$ cat src/clfq_pkg.sv
package clfq_pkg;

    localparam int CELL_COUNT_DEF   = 126;
    localparam int TEMP_COUNT_DEF   = 60;
    localparam int COUNT_WIDTH_DEF  = 8;

    localparam int PADDR_W = 5;

    localparam logic [1:0] KIND_VOLT = 2'd0;
    localparam logic [1:0] KIND_TEMP = 2'd1;
    localparam logic [1:0] KIND_CURR = 2'd2;

    typedef enum logic [2:0] {
        FAULT_OK         = 3'd0,
        FAULT_OVERVOLT   = 3'd1,
        FAULT_UNDERVOLT  = 3'd2,
        FAULT_OVERTEMP   = 3'd3,
        FAULT_UNDERTEMP  = 3'd4,
        FAULT_OVERCURR   = 3'd5,
        FAULT_UNDERCURR  = 3'd6,
        FAULT_SKIPPED    = 3'd7
    } t_fault;

    typedef enum logic [2:0] {
        REG_V_HI    = 3'd0,
        REG_V_LO    = 3'd1,
        REG_T_HI    = 3'd2,
        REG_T_LO    = 3'd3,
        REG_C_HI    = 3'd4,
        REG_C_LO    = 3'd5,
        REG_ALLOWED = 3'd6
    } t_reg_idx;

    localparam logic signed [15:0] V_HI_RST    = 16'sd4190;
    localparam logic signed [15:0] V_LO_RST    = 16'sd2810;
    localparam logic signed [15:0] T_HI_RST    = 16'sd600;
    localparam logic signed [15:0] T_LO_RST    = -16'sd200;
    localparam logic signed [15:0] C_HI_RST    = 16'sd1000;
    localparam logic signed [15:0] C_LO_RST    = -16'sd400;
    localparam logic [15:0]        ALLOWED_RST = 16'd3;

    typedef struct packed {
        logic signed [15:0] v_hi;
        logic signed [15:0] v_lo;
        logic signed [15:0] t_hi;
        logic signed [15:0] t_lo;
        logic signed [15:0] c_hi;
        logic signed [15:0] c_lo;
        logic [15:0]        allowed;
    } t_limits;

endpackage

$ cat src/clfq_regs.sv
module clfq_regs (
    input  logic                          i_clk,
    input  logic                          i_rst_n,
    input  logic                          psel,
    input  logic                          penable,
    input  logic                          pwrite,
    input  logic [clfq_pkg::PADDR_W-1:0]  paddr,
    input  logic [31:0]                   pwdata,
    output logic [31:0]                   prdata,
    output logic                          pready,
    output clfq_pkg::t_limits             o_limits
);

    clfq_pkg::t_limits r_lim;
    logic              wr_en;
    logic [2:0]        reg_idx;

    assign pready   = 1'b1;
    assign wr_en    = psel && penable && pwrite;
    assign reg_idx  = paddr[4:2];
    assign o_limits = r_lim;

    always_ff @(posedge i_clk) begin
        if (!i_rst_n) begin
            r_lim.v_hi    <= clfq_pkg::V_HI_RST;
            r_lim.v_lo    <= clfq_pkg::V_LO_RST;
            r_lim.t_hi    <= clfq_pkg::T_HI_RST;
            r_lim.t_lo    <= clfq_pkg::T_LO_RST;
            r_lim.c_hi    <= clfq_pkg::C_HI_RST;
            r_lim.c_lo    <= clfq_pkg::C_LO_RST;
            r_lim.allowed <= clfq_pkg::ALLOWED_RST;
        end else if (wr_en) begin
            unique case (reg_idx)
                clfq_pkg::REG_V_HI:    r_lim.v_hi    <= pwdata[15:0];
                clfq_pkg::REG_V_LO:    r_lim.v_lo    <= pwdata[15:0];
                clfq_pkg::REG_T_HI:    r_lim.t_hi    <= pwdata[15:0];
                clfq_pkg::REG_T_LO:    r_lim.t_lo    <= pwdata[15:0];
                clfq_pkg::REG_C_HI:    r_lim.c_hi    <= pwdata[15:0];
                clfq_pkg::REG_C_LO:    r_lim.c_lo    <= pwdata[15:0];
                clfq_pkg::REG_ALLOWED: r_lim.allowed <= pwdata[15:0];
                default: ;
            endcase
        end
    end

    always_comb begin
        unique case (reg_idx)
            clfq_pkg::REG_V_HI:    prdata = {16'd0, r_lim.v_hi};
            clfq_pkg::REG_V_LO:    prdata = {16'd0, r_lim.v_lo};
            clfq_pkg::REG_T_HI:    prdata = {16'd0, r_lim.t_hi};
            clfq_pkg::REG_T_LO:    prdata = {16'd0, r_lim.t_lo};
            clfq_pkg::REG_C_HI:    prdata = {16'd0, r_lim.c_hi};
            clfq_pkg::REG_C_LO:    prdata = {16'd0, r_lim.c_lo};
            clfq_pkg::REG_ALLOWED: prdata = {16'd0, r_lim.allowed};
            default:               prdata = 32'd0;
        endcase
    end

endmodule

$ cat src/clfq_cnt_mem.sv
module clfq_cnt_mem #(
    parameter int DEPTH = 187,
    parameter int DW    = 16,
    parameter int AW    = 8
) (
    input  logic          i_clk,
    input  logic          i_rst_n,
    input  logic          i_rd_en,
    input  logic [AW-1:0] i_rd_addr,
    output logic [DW-1:0] o_rd_data,
    input  logic          i_wr_en,
    input  logic [AW-1:0] i_wr_addr,
    input  logic [DW-1:0] i_wr_data
);

    logic [DW-1:0]    r_mem [DEPTH];
    logic [DEPTH-1:0] r_valid;
    logic [DW-1:0]    r_rd_data;
    logic             r_rd_valid;
    logic             r_fwd_hit;
    logic [DW-1:0]    r_fwd_data;

    always_ff @(posedge i_clk) begin
        if (i_wr_en) begin
            r_mem[i_wr_addr] <= i_wr_data;
        end
        if (i_rd_en) begin
            r_rd_data  <= r_mem[i_rd_addr];
            r_fwd_data <= i_wr_data;
        end
    end

    // Entries never written read as zero; a write landing on the same edge as
    // the read is forwarded.
    always_ff @(posedge i_clk) begin
        if (!i_rst_n) begin
            r_valid    <= '0;
            r_rd_valid <= 1'b0;
            r_fwd_hit  <= 1'b0;
        end else begin
            if (i_wr_en) begin
                r_valid[i_wr_addr] <= 1'b1;
            end
            if (i_rd_en) begin
                r_rd_valid <= r_valid[i_rd_addr];
                r_fwd_hit  <= i_wr_en && (i_wr_addr == i_rd_addr);
            end
        end
    end

    assign o_rd_data = r_fwd_hit  ? r_fwd_data :
                       r_rd_valid ? r_rd_data  : '0;

endmodule

$ cat src/consecutive_limit_fault_qualifier.sv
// Channel    Dir  Handshake              Content
// s_axis     in   tvalid/tready          tdata index+value, tuser kind, tlast end of scan
// m_axis     out  tvalid/tready          tdata fault code
// apb        in   psel/penable, pready   limit and tolerance registers
// One sample is taken every cycle unless the output stalls; fault codes are registered.
// The counter memory is read on the input transfer and written back from the update stage,
// with a forwarding register covering back-to-back samples of the same channel.
// Reset clears all counters at once through per-entry valid bits; no clearing pass.
// A stalled output holds one result in the output register and one in the update stage.
module consecutive_limit_fault_qualifier #(
    parameter int CELL_COUNT        = clfq_pkg::CELL_COUNT_DEF,
    parameter int TEMP_SENSOR_COUNT = clfq_pkg::TEMP_COUNT_DEF,
    parameter int COUNT_WIDTH       = clfq_pkg::COUNT_WIDTH_DEF
) (
    input  logic                          i_clk,
    input  logic                          i_rst_n,
    input  logic                          s_axis_tvalid,
    output logic                          s_axis_tready,
    input  logic [23:0]                   s_axis_tdata,  // channel_index[6:0], sample_value[22:7]
    input  logic [1:0]                    s_axis_tuser,  // channel_kind[1:0]
    input  logic                          s_axis_tlast,
    output logic                          m_axis_tvalid,
    input  logic                          m_axis_tready,
    output logic [7:0]                    m_axis_tdata,  // fault_code[2:0]
    input  logic                          psel,
    input  logic                          penable,
    input  logic                          pwrite,
    input  logic [clfq_pkg::PADDR_W-1:0]  paddr,
    input  logic [31:0]                   pwdata,
    output logic [31:0]                   prdata,
    output logic                          pready
);

    localparam int DEPTH = CELL_COUNT + TEMP_SENSOR_COUNT + 1;
    localparam int AW    = $clog2(DEPTH);
    localparam int CW    = COUNT_WIDTH;

    clfq_pkg::t_limits limits;

    logic [6:0]         in_idx;
    logic signed [15:0] in_value;
    logic [1:0]         in_kind;
    logic               in_accept;
    logic               in_ign;
    logic [AW-1:0]      rd_addr;

    logic               r_s1_valid;
    logic [1:0]         r_s1_kind;
    logic signed [15:0] r_s1_value;
    logic               r_s1_last;
    logic               r_s1_ign;
    logic [AW-1:0]      r_s1_addr;
    logic               r_scan_faulted;

    logic               s1_adv;
    logic [2*CW-1:0]    cnt_rd;
    logic [CW-1:0]      over_cnt;
    logic [CW-1:0]      under_cnt;
    logic [CW-1:0]      n_over;
    logic [CW-1:0]      n_under;
    logic signed [15:0] hi_lim;
    logic signed [15:0] lo_lim;
    logic               over_viol;
    logic               under_viol;
    clfq_pkg::t_fault   over_code;
    clfq_pkg::t_fault   under_code;
    clfq_pkg::t_fault   s1_code;
    logic               skip;
    logic               wr_en;

    logic               r_out_valid;
    clfq_pkg::t_fault   r_out_code;

    clfq_regs u_regs (
        .i_clk    (i_clk),
        .i_rst_n  (i_rst_n),
        .psel     (psel),
        .penable  (penable),
        .pwrite   (pwrite),
        .paddr    (paddr),
        .pwdata   (pwdata),
        .prdata   (prdata),
        .pready   (pready),
        .o_limits (limits)
    );

    assign in_idx   = s_axis_tdata[6:0];
    assign in_value = s_axis_tdata[22:7];
    assign in_kind  = s_axis_tuser;

    assign s1_adv        = r_s1_valid && (!r_out_valid || m_axis_tready);
    assign s_axis_tready = !r_s1_valid || s1_adv;
    assign in_accept     = s_axis_tvalid && s_axis_tready;

    always_comb begin
        in_ign  = 1'b0;
        rd_addr = '0;
        case (in_kind)
            clfq_pkg::KIND_VOLT: begin
                in_ign  = ({1'b0, in_idx} >= 8'(CELL_COUNT));
                rd_addr = in_ign ? '0 : AW'(in_idx);
            end
            clfq_pkg::KIND_TEMP: begin
                in_ign  = ({1'b0, in_idx} >= 8'(TEMP_SENSOR_COUNT));
                rd_addr = in_ign ? '0 : AW'(CELL_COUNT) + AW'(in_idx);
            end
            clfq_pkg::KIND_CURR: begin
                rd_addr = AW'(CELL_COUNT + TEMP_SENSOR_COUNT);
            end
            default: begin
                in_ign = 1'b1;
            end
        endcase
    end

    clfq_cnt_mem #(
        .DEPTH (DEPTH),
        .DW    (2 * CW),
        .AW    (AW)
    ) u_cnt_mem (
        .i_clk     (i_clk),
        .i_rst_n   (i_rst_n),
        .i_rd_en   (in_accept),
        .i_rd_addr (rd_addr),
        .o_rd_data (cnt_rd),
        .i_wr_en   (wr_en),
        .i_wr_addr (r_s1_addr),
        .i_wr_data ({n_over, n_under})
    );

    always_ff @(posedge i_clk) begin
        if (in_accept) begin
            r_s1_kind  <= in_kind;
            r_s1_value <= in_value;
            r_s1_last  <= s_axis_tlast;
            r_s1_ign   <= in_ign;
            r_s1_addr  <= rd_addr;
        end
    end

    assign over_cnt  = cnt_rd[2*CW-1:CW];
    assign under_cnt = cnt_rd[CW-1:0];

    always_comb begin
        case (r_s1_kind)
            clfq_pkg::KIND_VOLT: begin
                hi_lim     = limits.v_hi;
                lo_lim     = limits.v_lo;
                over_code  = clfq_pkg::FAULT_OVERVOLT;
                under_code = clfq_pkg::FAULT_UNDERVOLT;
            end
            clfq_pkg::KIND_TEMP: begin
                hi_lim     = limits.t_hi;
                lo_lim     = limits.t_lo;
                over_code  = clfq_pkg::FAULT_OVERTEMP;
                under_code = clfq_pkg::FAULT_UNDERTEMP;
            end
            default: begin
                hi_lim     = limits.c_hi;
                lo_lim     = limits.c_lo;
                over_code  = clfq_pkg::FAULT_OVERCURR;
                under_code = clfq_pkg::FAULT_UNDERCURR;
            end
        endcase
    end

    assign over_viol  = r_s1_value > hi_lim;
    assign under_viol = lo_lim > r_s1_value;

    always_comb begin
        if (!over_viol) begin
            n_over = '0;
        end else if (over_cnt != '1) begin
            n_over = over_cnt + 1'b1;
        end else begin
            n_over = over_cnt;
        end
        if (!under_viol) begin
            n_under = '0;
        end else if (under_cnt != '1) begin
            n_under = under_cnt + 1'b1;
        end else begin
            n_under = under_cnt;
        end
    end

    assign skip  = r_scan_faulted;
    assign wr_en = s1_adv && !skip && !r_s1_ign;

    always_comb begin
        if (skip) begin
            s1_code = clfq_pkg::FAULT_SKIPPED;
        end else if (r_s1_ign) begin
            s1_code = clfq_pkg::FAULT_OK;
        end else if (16'(n_over) > limits.allowed) begin
            s1_code = over_code;
        end else if (16'(n_under) > limits.allowed) begin
            s1_code = under_code;
        end else begin
            s1_code = clfq_pkg::FAULT_OK;
        end
    end

    always_ff @(posedge i_clk) begin
        if (!i_rst_n) begin
            r_s1_valid     <= 1'b0;
            r_scan_faulted <= 1'b0;
            r_out_valid    <= 1'b0;
        end else begin
            if (in_accept) begin
                r_s1_valid <= 1'b1;
            end else if (s1_adv) begin
                r_s1_valid <= 1'b0;
            end
            if (s1_adv) begin
                if (r_s1_last) begin
                    r_scan_faulted <= 1'b0;
                end else if (s1_code != clfq_pkg::FAULT_OK &&
                             s1_code != clfq_pkg::FAULT_SKIPPED) begin
                    r_scan_faulted <= 1'b1;
                end
                r_out_valid <= 1'b1;
            end else if (m_axis_tready) begin
                r_out_valid <= 1'b0;
            end
        end
    end

    always_ff @(posedge i_clk) begin
        if (s1_adv) begin
            r_out_code <= s1_code;
        end
    end

    assign m_axis_tvalid = r_out_valid;
    assign m_axis_tdata  = {5'd0, r_out_code};

endmodule
$ cat config.mk
export PLATFORM = sky130hd
export DESIGN_NAME = consecutive_limit_fault_qualifier
export DESIGN_NICKNAME = d
export VERILOG_FILES = /design/src/clfq_pkg.sv /design/src/clfq_regs.sv /design/src/clfq_cnt_mem.sv /design/src/consecutive_limit_fault_qualifier.sv
export SDC_FILE = /design/constraint.sdc
export NUM_CORES = 2
export LEC_CHECK = 0
export BUFFER_PORTS_ARGS = -buffer_cell sky130_fd_sc_hd__buf_4
export CORE_UTILIZATION = 40
export CTS_BUF_LIST = sky130_fd_sc_hd__clkbuf_4
export CTS_CLUSTER_DIAMETER = 120
export DETAILED_ROUTE_END_ITERATION = 6
export PLACE_DENSITY_LB_ADDON = 0.15
export SYNTH_ARGS = -nofsm -noshare
export SYNTH_HDL_FRONTEND = slang
export SYNTH_HIERARCHICAL = 1
export SYNTH_SLANG_ARGS = --single-unit
export TNS_END_PERCENT = 100
$ cat constraint.sdc
create_clock -name i_clk -period 13.6 [get_ports i_clk]
set_input_delay 4.08 -clock i_clk [delete_from_list [all_inputs] [get_ports i_clk]]
set_output_delay 4.08 -clock i_clk [all_outputs]
set_load 0.01 [all_outputs]
==> results.cfg <==
[sta]
hold_viol = 0
rsz0062_at_grt = no
period_needed_ns = 10.23
finalSetupViolCount = 0
final_max_slew_viol_count = 0
timing.final.crit_share_pct = 75.3
finalSetupTns_ns = 0
fmax_mhz = 97.7
finClkSkew_ns = 0.133
tightest_slew_ns = 1.39
slew_headroom_pct = 7.29

[synth]
yosysWarnings = 6
synth_edf_count = 3055
synthArstFlopShare_pct = 0
synth_top_area_cell = edfxtp_1
synth_top_area_share_pct = 70.0
ys_types = 78
synthTopCellsByArea = edfxtp_1 (70%), mux4_2 (14%), dfxtp_1 (4.6%), mux2i_1 (1.3%), o21a_1 (1.1%)
ys_top_cells_by_count = edfxtp_1 (3,055), mux4_2 (842), dfxtp_1 (304)
synth_flop_cell = edfxtp_1
yosys_register_bits = 3359
yosysSeqAreaShare_pct = 74.7
syn_area_per_cell_sq_um = 20.3
netlist_area_sq_um = 131000
yosysMostFrequentCell = edfxtp_1
syn_inst = 6454

[finish]
drive_gt1_share_pct = 35.9
finalCoreUtilization_pct = 45.9
num-nets-final = 7385
syn_to_final_growth_pct = 13.9
finish.instance_area_sq_um = 149000

[critical_path]
required_ns = 9.52
reg2reg_depth = 12
worst_ep_arrival_time_ns = 6.15
crit_path_start_kind = primary input
crit_fanout = 45
path_class = in -> out
endpoint_kind = output port

[floorplanning]
core-area_sq_um = 325000
start_util_pct = 40.3
num_io_pins = 114
rows = 209
fp.dieH_microns = 574
dieArea_sq_um = 330000
die_x_microns = 574

[clocking]
clock-sinks = 3359
cts_root_buf = clkbuf_4
cts_resized = 0
post-cts-setup-buffers = 0
postCtsHoldBufs = 0
htreeDepth = 6
clk_path_buf_depth = 4
worst_skew_pair.late_latency_ns = 1.61
cts_buffers = 857
clkTransAtPathRegs_ns = 0.06
cts_tree = yes

[routing]
dr.pass1.iters = 5
wl_per_cell_microns = 30.2
drt-total-wl_microns = 370000
antenna_left = 0
routed-via-count = 69448
drt_iter0_drc = 6473
via_per_inst = 5.67
drc = 0

[pwr]
p_leak_uw = 0.0487
p_per_area_nw_per_um2 = 144
peakVddDrop_uv = 77.9

[run_status]
status = complete, no violations

[grt]
antenna_found_initial = 19
grtUsageTotal_pct = 22.2
gr-total-overflow = 0
grt_pass1_vias = 71162
grt_max_degree = 189
grt_pass1_wl_microns = 523000

[worst_hold_path]
min_path_type = reg -> reg
holdPathStages = 1

[flow_run]
drv_cap = 0

[place]
port_buffers = 72
finalWeightedCongestion = 0.827
placed_area_sq_um = 138000
dpl.hpwl_microns = 213000
-- path summary, 6_finish.rpt --
| path | from | slack, ns | end |
|---|---|---|---|
| min reg2reg | u_cnt_mem/r_valid[21] | 0.46 | u_cnt_mem/r_valid[21] |
| max reg2reg | r_s1_kind[0] | 6.85 | u_cnt_mem/r_mem[24][5] |
| min | u_cnt_mem/r_valid[21] | 0.46 | u_cnt_mem/r_valid[21] |
| max | paddr[3] | 3.37 | prdata[14] |
-- cell usage in the layout (no fill, tap or decap), types with 25 or more instances in the layout --
cell	instances
o21a_1	192
o21ai_0	93
nand3_1	53
ha_1	53
edfxtp_1	3055
nand4_1	28
o211ai_1	47
nor2_2	111
a31oi_1	34
nand2_1	176
o22ai_1	162
nor4_1	42
buf_4	313
a22o_1	25
mux2i_1	169
mux4_2	842
inv_1	63
clkbuf_4	1336
mux2_2	36
nor2_4	58
a22oi_1	84
clkinv_1	111
a21oi_1	73
nor2_1	91
dfxtp_1	304
-- cell type report --
| type | instances | area (sq um) |
|---|---|---|
| clock buffers | 1336 | 10000 |
| repair buffers | 333 | 2750 |
| flip-flops and latches | 3359 | 97800 |
| diodes | 19 | 47.5 |
| multi-input cells | 2645 | 31800 |
| well taps | 4325 | 5410 |
| fillers | 28100 | 176000 |
| inverters | 65 | 245 |
| clock inverters | 172 | 1140 |
-- critical path, stage by stage --
cell	delay, ns
buf_4	0.33
nand2b_4	0.42
o221a_2	0.36
a221oi_1	0.67
buf_4	0.25
-- routing by layer --
| metal | wire [microns] | GRT usage (%) |
|---|---|---|
| met2 | 183000 | 36.8 |
| met4 | 7990 | 5.94 |
| met3 | 25000 | 4.47 |
| met5 | 40 | 0 |
| met1 | 154000 | 30.0 |
-- power by group --
part,switching (uW),internal (uW),leakage (uW)
clock,4060,4630,0.00664
sequential,18.4,11300,0.0309
combinational,990,482,0.0111
total,5060,16400,0.0487
-- through the flow --
stage                     instances  setup slack (ns)  total power [uW]  hold WS, ns
after floorplan                6473              1.56             12500        0.435
after global placement        10727              3.37             13000        0.441
after detailed placement      10727              3.38             13000        0.448
after CTS                     12235              3.38             21800        0.462
after global routing          12240              3.31             22300        0.477
final                         12254              3.37             21500        0.459
-- cell families (layout without fill, tap and decap cells) --
logic type | after synthesis | count (layout) | synth area share [%]
muxes | 1047 | 1047 | 16.1
other | 3 | 41 | 0.00859
DFF | 3359 | 3359 | 74.7
AOI/OAI and AO/OA | 829 | 829 | 4.38
and+or+nand+nor | 682 | 682 | 2.41
buffers and inverters | 469 | 1906 | 1.88
xor gates and xnor gates | 12 | 12 | 0.0802
adders and majority gates | 53 | 53 | 0.506
-- sequential cells by signal, indices dropped and copies added, names as in the netlist, 3 cells and up --
name	count
u_cnt_mem/r_valid	187
u_cnt_mem/r_mem	2992
u_cnt_mem/r_fwd_data	16
r_s1_addr	8
u_cnt_mem/r_rd_data	16
r_out_code	3
u_regs/o_limits	112
r_s1_value	16
(Power assumes the default switching activity.)
